$ cat config.mk
export PLATFORM = sky130hd
export DESIGN_NAME = adaptive_microstep_indexer
export DESIGN_NICKNAME = d
export VERILOG_FILES = /design/src/hdl/ami_pkg.sv /design/src/hdl/ami_cfg.sv /design/src/hdl/ami_core.sv /design/src/hdl/adaptive_microstep_indexer.sv
export VERILOG_INCLUDE_DIRS = /design/src /design/src/hdl
export SDC_FILE = /design/constraint.sdc
export NUM_CORES = 1
export LEC_CHECK = 0
export ABC_AREA = 0
export BUFFER_PORTS_ARGS = -buffer_cell sky130_fd_sc_hd__buf_2
export CORE_MARGIN = 3
export CORE_UTILIZATION = 57
export CTS_CLUSTER_DIAMETER = 100
export DETAILED_ROUTE_END_ITERATION = 8
export GPL_ROUTABILITY_DRIVEN = 0
export PLACE_DENSITY = 0.76
export SLEW_MARGIN = 15
export SYNTH_ARGS = -nofsm -noshare
export SYNTH_HDL_FRONTEND = slang
export SYNTH_SLANG_ARGS = --single-unit
$ cat constraint.sdc
create_clock -name aclk -period 24.3 [get_ports aclk]
set_clock_uncertainty 0.05 [all_clocks]
set_input_delay 2.43 -clock aclk [delete_from_list [all_inputs] [get_ports aclk]]
set_output_delay 2.43 -clock aclk [all_outputs]
set_load 0.01 [all_outputs]
$ cat src/hdl/adaptive_microstep_indexer_defines.svh
// Assertion macros used by the adaptive microstep indexer core
`ifndef ADAPTIVE_MICROSTEP_INDEXER_DEFINES_SVH
`define ADAPTIVE_MICROSTEP_INDEXER_DEFINES_SVH

// Same-cycle implication, checked outside reset
`define AMI_ASSERT_NOW(label, clk, rstn, ante, cons) \
    label: assert property (@(posedge clk) disable iff (!(rstn)) (ante) |-> (cons)) \
        else $error("indexer check failed");

// Next-cycle implication, checked outside reset
`define AMI_ASSERT_NEXT(label, clk, rstn, ante, cons) \
    label: assert property (@(posedge clk) disable iff (!(rstn)) (ante) |=> (cons)) \
        else $error("indexer check failed");

`endif

$ cat src/hdl/ami_pkg.sv
// Types and constants of the adaptive microstep indexer
`timescale 1ns / 1ps

package ami_pkg;

    localparam int MODE_W     = 4;
    localparam int ERR_W      = 24;
    localparam int DELTA_W    = 10;
    localparam int CFG_IDX_W  = 2;
    localparam int CFG_DATA_W = 4;

    typedef enum logic [CFG_IDX_W-1:0] {
        REG_AXIS_ENABLE       = 2'd0,
        REG_ADAPTIVE_ENABLE   = 2'd1,
        REG_FINEST_MODE       = 2'd2,
        REG_REVERSE_DIRECTION = 2'd3
    } cfg_reg_t;

    typedef struct packed {
        logic              axis_en;
        logic              adapt_en;
        logic              reverse;
        logic              init;
        logic [MODE_W-1:0] init_mode;
    } cfg_ctrl_t;

endpackage

$ cat src/hdl/ami_cfg.sv
// Configuration register file of the microstep indexer
`timescale 1ns / 1ps

module ami_cfg import ami_pkg::*; #(
    parameter int MAX_MODE = 8
) (
    input  logic                  aclk,
    input  logic                  aresetn,
    input  logic                  cfg_valid,
    output logic                  cfg_ready,
    input  logic [CFG_IDX_W-1:0]  cfg_index,
    input  logic [CFG_DATA_W-1:0] cfg_data,
    output cfg_ctrl_t             ctrl
);

    logic axis_reg, axis_next;
    logic adapt_reg, adapt_next;
    logic rev_reg, rev_next;
    logic wr;
    logic init_hit;

    assign cfg_ready = 1'b1;
    assign wr        = cfg_valid && cfg_ready;

    always_comb begin
        axis_next  = axis_reg;
        adapt_next = adapt_reg;
        rev_next   = rev_reg;
        init_hit   = 1'b0;
        if (wr) begin
            unique case (cfg_reg_t'(cfg_index))
                REG_AXIS_ENABLE:       axis_next  = cfg_data[0];
                REG_ADAPTIVE_ENABLE:   adapt_next = cfg_data[0];
                REG_FINEST_MODE:       init_hit   = 1'b1;
                REG_REVERSE_DIRECTION: rev_next   = cfg_data[0];
                default: ;
            endcase
        end
    end

    always_ff @(posedge aclk) begin
        if (!aresetn) begin
            axis_reg  <= 1'b0;
            adapt_reg <= 1'b0;
            rev_reg   <= 1'b0;
        end else begin
            axis_reg  <= axis_next;
            adapt_reg <= adapt_next;
            rev_reg   <= rev_next;
        end
    end

    // saturate the finest mode to the supported range
    assign ctrl.axis_en   = axis_reg;
    assign ctrl.adapt_en  = adapt_reg;
    assign ctrl.reverse   = rev_reg;
    assign ctrl.init      = init_hit;
    assign ctrl.init_mode = (MODE_W'(cfg_data) > MODE_W'(MAX_MODE)) ?
                            MODE_W'(MAX_MODE) : MODE_W'(cfg_data);

endmodule

$ cat src/hdl/ami_core.sv
// Indexer datapath: input register, adaptation and step logic, result register
`timescale 1ns / 1ps

module ami_core import ami_pkg::*; #(
    parameter int MAX_MODE        = 8,
    parameter int POSITION_WIDTH  = 32,
    parameter int ERROR_FRAC_BITS = 8
) (
    input  logic                      aclk,
    input  logic                      aresetn,
    input  cfg_ctrl_t                 ctrl,
    input  logic                      s_valid,
    output logic                      s_ready,
    input  logic signed [ERR_W-1:0]   s_position_error,
    output logic                      m_valid,
    input  logic                      m_ready,
    output logic                      m_step_taken,
    output logic                      m_direction_bit,
    output logic signed [DELTA_W-1:0] m_step_delta,
    output logic [MODE_W-1:0]         m_current_mode
);
    `include "adaptive_microstep_indexer_defines.svh"

    localparam int SIZE_W = MAX_MODE + 1;
    localparam int SQ_W   = SIZE_W + ERROR_FRAC_BITS;
    localparam int CMP_W  = ((SQ_W + 2 > ERR_W + 3) ? SQ_W + 2 : ERR_W + 3) + 1;

    // input stage
    logic                     in_valid_reg, in_valid_next;
    logic [ERR_W-1:0]         err_reg;
    // indexer state
    logic [MODE_W-1:0]        mode_reg, mode_next;
    logic [SIZE_W-1:0]        size_reg, size_next;
    logic [POSITION_WIDTH-1:0] pos_reg, pos_next;
    // result stage
    logic                     out_valid_reg, out_valid_next;
    logic                     taken_reg;
    logic                     dir_reg;
    logic [DELTA_W-1:0]       delta_reg;
    logic [MODE_W-1:0]        cmode_reg;

    logic                     out_free;
    logic                     advance;
    logic [ERR_W-1:0]         mag;
    logic [CMP_W-1:0]         mag_x, mag2, mag5, sq_old, thr3, sq_new;
    logic                     aligned, coarsen, refine, over, fwd, bwd;
    logic [SIZE_W-1:0]        size_adj;
    logic [MODE_W-1:0]        mode_adj;
    logic [DELTA_W-1:0]       dmag, delta;

    assign out_free = !out_valid_reg || m_ready;
    assign advance  = in_valid_reg && out_free;
    assign s_ready  = !in_valid_reg || advance;

    // magnitude of the Q-format error; the most negative code maps to 2^23
    assign mag   = err_reg[ERR_W-1] ? (~err_reg + 1'b1) : err_reg;
    assign mag_x = CMP_W'(mag);
    assign mag2  = mag_x << 1;
    assign mag5  = mag_x + (mag_x << 2);

    assign sq_old  = CMP_W'(size_reg) << ERROR_FRAC_BITS;
    assign thr3    = sq_old + (sq_old << 1);
    assign aligned = (pos_reg[SIZE_W-1:0] & size_reg) == '0;

    always_comb begin
        coarsen = ctrl.axis_en && ctrl.adapt_en && (mag_x > thr3) && aligned &&
                  (mode_reg != '0) && !size_reg[SIZE_W-1];
        refine  = ctrl.axis_en && ctrl.adapt_en && !coarsen && (mag5 <= thr3) &&
                  (size_reg[SIZE_W-1:1] != '0) && (mode_reg < MODE_W'(MAX_MODE));
        size_adj = size_reg;
        mode_adj = mode_reg;
        if (coarsen) begin
            size_adj = size_reg << 1;
            mode_adj = mode_reg - 1'b1;
        end else if (refine) begin
            size_adj = size_reg >> 1;
            mode_adj = mode_reg + 1'b1;
        end
    end

    // step decision against the adapted step size
    assign sq_new = CMP_W'(size_adj) << ERROR_FRAC_BITS;
    assign over   = mag2 > sq_new;
    assign fwd    = ctrl.axis_en && !err_reg[ERR_W-1] && over;
    assign bwd    = ctrl.axis_en && err_reg[ERR_W-1] && over;
    assign dmag   = DELTA_W'(size_adj);

    always_comb begin
        if (fwd) begin
            delta = dmag;
        end else if (bwd) begin
            delta = ~dmag + 1'b1;
        end else begin
            delta = '0;
        end
    end

    always_comb begin
        mode_next = mode_reg;
        size_next = size_reg;
        pos_next  = pos_reg;
        if (ctrl.init) begin
            mode_next = ctrl.init_mode;
            size_next = SIZE_W'(1);
            pos_next  = '0;
        end else if (advance) begin
            mode_next = mode_adj;
            size_next = size_adj;
            if (fwd) begin
                pos_next = pos_reg + POSITION_WIDTH'(size_adj);
            end else if (bwd) begin
                pos_next = pos_reg - POSITION_WIDTH'(size_adj);
            end
        end
    end

    always_comb begin
        in_valid_next = in_valid_reg;
        if (s_valid && s_ready) begin
            in_valid_next = 1'b1;
        end else if (advance) begin
            in_valid_next = 1'b0;
        end
        out_valid_next = out_valid_reg;
        if (advance) begin
            out_valid_next = 1'b1;
        end else if (m_ready) begin
            out_valid_next = 1'b0;
        end
    end

    always_ff @(posedge aclk) begin
        if (!aresetn) begin
            in_valid_reg  <= 1'b0;
            out_valid_reg <= 1'b0;
            mode_reg      <= MODE_W'(MAX_MODE);
            size_reg      <= SIZE_W'(1);
            pos_reg       <= '0;
        end else begin
            in_valid_reg  <= in_valid_next;
            out_valid_reg <= out_valid_next;
            mode_reg      <= mode_next;
            size_reg      <= size_next;
            pos_reg       <= pos_next;
        end
    end

    always_ff @(posedge aclk) begin
        if (s_valid && s_ready) begin
            err_reg <= s_position_error;
        end
        if (advance) begin
            taken_reg <= fwd || bwd;
            dir_reg   <= (fwd && !ctrl.reverse) || (bwd && ctrl.reverse);
            delta_reg <= delta;
            cmode_reg <= mode_adj;
        end
    end

    assign m_valid         = out_valid_reg;
    assign m_step_taken    = taken_reg;
    assign m_direction_bit = dir_reg;
    assign m_step_delta    = delta_reg;
    assign m_current_mode  = cmode_reg;

    `AMI_ASSERT_NOW(a_size_onehot, aclk, aresetn, 1'b1, $onehot(size_reg))
    `AMI_ASSERT_NOW(a_delta_taken, aclk, aresetn, out_valid_reg,
                    taken_reg == (delta_reg != '0))
    `AMI_ASSERT_NEXT(a_hold_state, aclk, aresetn, out_valid_reg && !m_ready && !ctrl.init,
                     $stable(pos_reg) && $stable(size_reg) && $stable(mode_reg))

endmodule

$ cat src/hdl/adaptive_microstep_indexer.sv
// Adaptive microstep indexer: top level with configuration port and tick channels
`timescale 1ns / 1ps

// One position-error beat is taken every clock cycle while the result side does not
// stall. Its result passes through the input register, then the result register,
// before it is presented on the result port. The indexer state (mode, step size,
// position) is updated in the cycle
// a beat moves from the input register to the result register, so consecutive
// ticks see each other's effect with no bubble; throughput drops only when the
// result side stalls. The configuration port is always ready and takes effect at
// once; write it only while no tick is in flight. A write of finest_mode (saturated
// to MAX_MODE) also returns the mode to that value, the step size to one and the
// position to zero. An item sets no step when axis_enable is low, but a result
// carrying the current mode is still returned.

module adaptive_microstep_indexer import ami_pkg::*; #(
    parameter int MAX_MODE        = 8,
    parameter int POSITION_WIDTH  = 32,
    parameter int ERROR_FRAC_BITS = 8
) (
    input  logic                      aclk,
    input  logic                      aresetn,
    input  logic                      cfg_valid,
    output logic                      cfg_ready,
    input  logic [CFG_IDX_W-1:0]      cfg_index,
    input  logic [CFG_DATA_W-1:0]     cfg_data,
    input  logic                      s_valid,
    output logic                      s_ready,
    input  logic signed [ERR_W-1:0]   s_position_error,
    output logic                      m_valid,
    input  logic                      m_ready,
    output logic                      m_step_taken,
    output logic                      m_direction_bit,
    output logic signed [DELTA_W-1:0] m_step_delta,
    output logic [MODE_W-1:0]         m_current_mode
);

    cfg_ctrl_t ctrl;

    ami_cfg #(
        .MAX_MODE (MAX_MODE)
    ) u_cfg (
        .aclk      (aclk),
        .aresetn   (aresetn),
        .cfg_valid (cfg_valid),
        .cfg_ready (cfg_ready),
        .cfg_index (cfg_index),
        .cfg_data  (cfg_data),
        .ctrl      (ctrl)
    );

    ami_core #(
        .MAX_MODE        (MAX_MODE),
        .POSITION_WIDTH  (POSITION_WIDTH),
        .ERROR_FRAC_BITS (ERROR_FRAC_BITS)
    ) u_core (
        .aclk             (aclk),
        .aresetn          (aresetn),
        .ctrl             (ctrl),
        .s_valid          (s_valid),
        .s_ready          (s_ready),
        .s_position_error (s_position_error),
        .m_valid          (m_valid),
        .m_ready          (m_ready),
        .m_step_taken     (m_step_taken),
        .m_direction_bit  (m_direction_bit),
        .m_step_delta     (m_step_delta),
        .m_current_mode   (m_current_mode)
    );

endmodule
# ---- Yosys cells after proc, flatten, opt, wreduce, memory -nomap -nowiden
# Cells that the tools add are included.
dict set report totals {
  register_bits 90
  output_inout_bits 19
}
dict set report op_classes {
  addsub 8
  eq_ne 3
  magnitude_cmp 5
  muxes 18
  n_reduce_logical 41
  n_bitwise 5
}
# operator n
set op_table {}
lappend op_table {{32-bit two-way mux} 2}
lappend op_table {{9-bit two-way mux} 4}
lappend op_table {{32-bit by 9-bit adder with 32-bit output} 1}
lappend op_table {{32-bit by 9-bit subtractor with 32-bit output} 1}
lappend op_table {{24-bit by 28-bit greater-than comparator with 1-bit output} 1}
lappend op_table {{28-bit <= comparator} 1}
lappend op_table {{24-bit by 26-bit adder with 27-bit output} 1}
lappend op_table {{25-bit by 17-bit greater-than comparator with 1-bit output} 1}
lappend op_table {{24-bit by 1-bit adder with 24-bit output, second input constant} 1}
lappend op_table {{24-bit two-way mux} 1}
lappend op_table {{24-bit inverter} 1}
lappend op_table {{4-bit two-way mux} 5}
lappend op_table {{17-bit by 18-bit adder with 19-bit output} 1}
lappend op_table {{1-bit logical AND} 17}
lappend op_table {{10-bit by 1-bit adder with 10-bit output, second input constant} 1}
lappend op_table {{9-bit inverter with 10-bit output} 1}
lappend op_table {{9-bit bitwise AND} 1}
lappend op_table {{9-bit logical NOT} 1}
lappend op_table {{2-bit AND reduction} 4}
lappend op_table {{2-bit nonzero test} 4}
lappend op_table {{8-bit nonzero test} 1}
lappend op_table {{1-bit logical NOT} 6}
lappend op_table {{1-bit two-way mux} 6}
lappend op_table {{4-bit by 1-bit adder with 4-bit output, second input constant} 1}
lappend op_table {{other kinds (10)} 16}

# ---- Logic depth before layout (Yosys ltp)
dict set report depth {
  word_depth 19
  mapped_depth 56
}

# ---- By module
# Synthesis repeated with hierarchy kept, for this count alone.
dict set report unflattened {
  hier_cells 786
  area_unflattened_um2 6785.3
}
# mod seq_area_each_um2 n_inst cells_each area_per_inst_um2
set by_module_without_submodules {}
lappend by_module_without_submodules {ami_core 1661.6 1 762 6581.3}
lappend by_module_without_submodules {ami_cfg 60.1 1 24 203.9}

# ---- Worst setup path before layout
# OpenSTA, ideal clock, no wires.
dict set report synth_timing {
  path_type {reg-to-reg}
  from {register u_core.err_reg[23]}
  to {register u_core.pos_reg[7]}
  t_required_ns 24.179
  path_stages_with_launch 55
  n_path_buf 4
  period_less_slack_ns 9.794
  setup_slack_ns 14.506
  setup_ns 0.071
  arrival_time_ns 9.673
  path_cell_list {edfxtp_1 -> clkbuf_1 -> clkbuf_1 -> buf_1 -> nand2_1 -> xnor2_1 -> ha_1 -> fa_1 -> a21o_1 -> a21o_1 -> a21oi_1 -> o211a_1 -> o41ai_2 -> o21ai_0 -> nand2b_1 -> a21oi_1 -> xnor2_1 -> ha_1 -> [... 19 more ...] -> o21a_1 -> o21ai_0 -> nand2b_1 -> a21oi_1 -> o21ai_0 -> nand2_1 -> nor2_1 -> nor2_1 -> xnor2_1 -> ha_1 -> a21o_1 -> a21o_1 -> a21oi_1 -> o21bai_1 -> a21oi_1 -> xnor2_1 -> nand2_1 -> a21oi_1}
}
dict set report synth_via {
  elab_chain_len 19
  word_cells_on_any_way 29
}
# item line_no
set synth_rtl {}
lappend synth_rtl {{start, declared} ami_core.sv:30} ;# logic [ERR_W-1:0] err_reg;
lappend synth_rtl {{start signal, assigned} ami_core.sv:150} ;# err_reg <= s_position_error;
lappend synth_rtl {{branches (longest 19 deep; another with 32-bit by 9-bit subtractor with 32-bit output)} --}
lappend synth_rtl {{end signal, assigned} ami_core.sv:144} ;# pos_reg <= pos_next;
lappend synth_rtl {{end, declared} ami_core.sv:34} ;# logic [POSITION_WIDTH-1:0] pos_reg, pos_next;
# Parallel ways; which one is timed is not known. The select of a mux whose other input is x is not followed.
# A chain may end at the register's enable or synchronous reset.

# ---- Final worst setup path
dict set report layout_timing {
  from {register u_core.err_reg[8]}
  to {register u_core.pos_reg[7]}
}
dict set report layout_via {
  elab_chain_len 19
  word_cells_on_any_way 26
}
# item line_no
set layout_rtl {}
lappend layout_rtl {{24-bit inverter} ami_core.sv:56} ;# assign mag = err_reg[ERR_W-1] ? (~err_reg + 1'b1) : err_reg;
lappend layout_rtl {{24-bit by 1-bit adder with 24-bit output} ami_core.sv:56}
lappend layout_rtl {{24-bit two-way mux (*)} ami_core.sv:56}
lappend layout_rtl {{branches (longest 16 deep; another with 32-bit by 9-bit subtractor with 32-bit output)} --}
# Mark *: on every way between the ends. The select of a mux whose other input is x is not followed.

==> impl_metrics.yaml <==
status:
  status: "finished clean"
finish:
  fillers: 895
  drive_gt1_frac: 0.117
  multi_input_area_um2: 4590
  largest_register_ffs: 24
  design_area_um2: 7280
  seq_area_um2: 1720
  finalNetCount: 934
  area_growth_pct: 9.44
  antenna_cells: 0
floorplan:
  die_height_um: 114
  io-pin-count: 54
  fp.coreArea_um2: 11100
  die_w_um: 114
  fp-row-count: 38
  die_area_um2: 13000
  initial_utilization: 0.598
worst_setup_path:
  rrSetupSlack_ps: 12560
  r2r_end: "u_core.pos_reg[7]"
  ff2ff_path_depth: 45
  required_ps: 24520
  r2r_start: "u_core.err_reg[8]"
  critPathLaunchType: "flop"
  endpoint_kind: "flop"
  crit_slowest_cell: "nor4_4"
  crit_top_cell: "a21oi_1"
  worstPathMaxFanout: 18
  arrival_ps: 11970
  cpPeakStageDelay_ps: 890
  crit_type: "flop to flop"
sta:
  rsz0062_at_grt: "no"
  worstMarginPinSlew_ps: 1100
  hold_violations: 0
  maxSlewHeadroom: 0.260
  layout_min_cycle_time_ps: 11740
  hold-worst-slack_ps: 461
  period_share: 0.483
  finalMaxSlewViolations: 0
  max_freq_mhz: 85.2
  timing.setup.tns_ps: 0
  setup_slack_ps: 12560
  setup_viol: 0
logic_synthesis:
  synth_edf_count: 40
  synth.yosys.seq_area_share: 0.259
  ys_ff_latch: 66
  syn_inst: 792
  yosysTopAreaCellShare: 0.181
  yosys_warnings: 0
  synth_area_leaders: "edfxtp_1 18%, ha_1 13%, dfxtp_1 7.8%"
  syn_avg_cell_area_um2: 8.40
  yosysMostFrequentCell: "ha_1"
  ys_top_cells_by_count: "70 x ha_1, 59 x nand2_1, 57 x nor2_1"
  syn_area_um2: 6650
  synth_top_area_cell: "edfxtp_1"
  synthXorXnorAreaFrac: 0.0843
  synth_simple_gate_area_share: 0.204
  ys.flop_type: "edfxtp_1"
  synthAdderAreaFrac: 0.142
  synth-compound-area-share: 0.235
  synth-async-reset-ratio: 0
  ys_types: 81
  synth_top_family_by_area: "compound AO/OA/AOI/OAI gates"
  synthMuxAreaShare: 0.0243
  synth_nets: 900
grt:
  grt_pass1_wl_um: 29400
  gr-total-overflow: 0
  antenna_found_initial: 0
  gr-usage-all-layers: 0.282
  grt_max_degree: 35
  grt_pass1_vias: 6096
power_and_ir_drop:
  ir_drop_mv: 0.0775
  intPower_mw: 0.260
  power_density_nw_per_um2: 54.2
  leakage_nw: 2.86
  clkPwrFrac: 0.324
  p_sw_mw: 0.135
  switching_share: 0.342
  seq_power_share: 0.329
  combPwrFrac: 0.347
  fin_total_pwr_mw: 0.395
placed_design:
  place_area_um2: 6990
  portBuffers: 52
  place_ws_ps: 13020
  dpl.hpwl_um: 14000
routing:
  detail-route-antenna-nets: 0
  routed.top_layer: "met4"
  wl_per_cell_um: 18.8
  dr.pass1.iters: 7
  remaining_drc_errors: 0
  num_vias: 6439
  drtIter0Drc: 622
  routed_wirelength_um: 18300
  wl_met3_um: 1840
  dr_wl_met2_um: 7900
  vias_per_cell: 6.63
  wl_met1_um: 7760
hold_path:
  hold_path.class: "flop to flop"
  min_from: "u_core.pos_reg[7]"
  min_delay_path_depth: 2
  hold_path_end: "u_core.pos_reg[7]"
clocking:
  clk-insertion-delay-late_ps: 340
  root_buffer: "clkbuf_16"
  cts_sinks: 66
  h-tree-depth: 3
  clockBufferDepth: 2
  numCtsBuffers: 9
  clkTransAtPathRegs_ps: 60
  hold_buffers: 0
  post_cts_buffers: 0
  ctsResizeCount: 0
  cts_tree: "done"
run:
  max_cap_violations: 0
==> worst max path at each step <==
stage                            start           endpoint  slack [ps]  cells past startpoint
floorplan           u_core.err_reg[23]  u_core.pos_reg[7]       14510                     54
detailed placement   u_core.err_reg[8]  u_core.pos_reg[7]       13020                     45
global placement     u_core.err_reg[0]  u_core.pos_reg[7]       13460                     49
CTS                  u_core.err_reg[8]  u_core.pos_reg[7]       12910                     45
global route         u_core.err_reg[8]  u_core.pos_reg[7]       11900                     45
finish               u_core.err_reg[8]  u_core.pos_reg[7]       12560                     45
==> cell families after synthesis <==
kind of cell             after synthesis
AND/OR/NAND/NOR                      256
AO/OA/AOI/OAI                        226
buffers and inverters                 89
adder cells (fa/ha/maj)               74
flip-flops                            66
XOR/XNOR                              64
multiplexers                          16
other                                  1
==> routing by layer <==
metal / vias up / track usage
met5: - / 0
met4: 0 / 0.139
met3: 79 / 0.0647
met2: 394 / 0.423
met1: 2972 / 0.381
li1: 2994 / -
==> critical path: cells and delay by family, from the launching register on <==
| kind | cells | cell delay (ps) |
|---|---|---|
| compound gates | 24 | 5290 |
| simple gates | 11 | 3570 |
| fa+ha+maj | 4 | 1200 |
| xor+xnor | 4 | 720 |
| flops | 1 | 560 |
| mux | 1 | 190 |
| buf+inv | 1 | 80 |
==> cell type report <==
cell class,instances,share of cell area
Sequential cell,66,0.236
Clock buffer,9,0.0309
Multi-Input combinational cell,637,0.630
Timing Repair Buffer,57,0.0409
Tap cell,140,0.0241
Clock inverter,7,0.00894
Inverter,55,0.0284
==> cells in the final DEF (no fill, tap or decap), types with 7 or more instances in the layout <==
cell type | Yosys | final
nand2_1 | 59 | 59
nand3_1 | 18 | 18
o21ai_0 | 38 | 38
buf_2 | 3 | 52
inv_1 | 49 | 49
edfxtp_1 | 40 | 40
dfxtp_1 | 26 | 26
a21oi_1 | 56 | 56
nor3_1 | 21 | 21
ha_1 | 70 | 70
nor4_1 | 11 | 11
a211oi_1 | 8 | 8
clkbuf_16 | 0 | 9
nand2b_1 | 8 | 8
o21a_1 | 13 | 13
and3_1 | 8 | 8
or3_1 | 7 | 7
xnor2_1 | 50 | 50
xor2_1 | 14 | 14
mux2i_1 | 15 | 15
nand4_1 | 7 | 7
o21ai_1 | 13 | 13
and2_1 | 11 | 11
o31ai_1 | 10 | 10
a21o_1 | 14 | 14
nor2b_1 | 14 | 14
nor4b_1 | 7 | 7
nor2_1 | 57 | 57
==> metrics by stage <==
stage | utilization | instances
after floorplan | - | 792
after global placement | 0.628 | 955
after detailed placement | 0.628 | 955
after CTS | 0.654 | 971
after global routing | 0.654 | 971
final | 0.654 | 971
==> power groups by stage <==
stage               clock (mW)  sequential (mW)  combinational (mW)
finish                   0.128            0.130               0.137
global route             0.136            0.130               0.150
CTS                      0.130            0.130               0.134
detailed placement           0            0.132               0.132
global placement             0            0.132               0.128
floorplan                    0            0.130               0.103
Note: power is estimated with default switching activity, not from simulation.
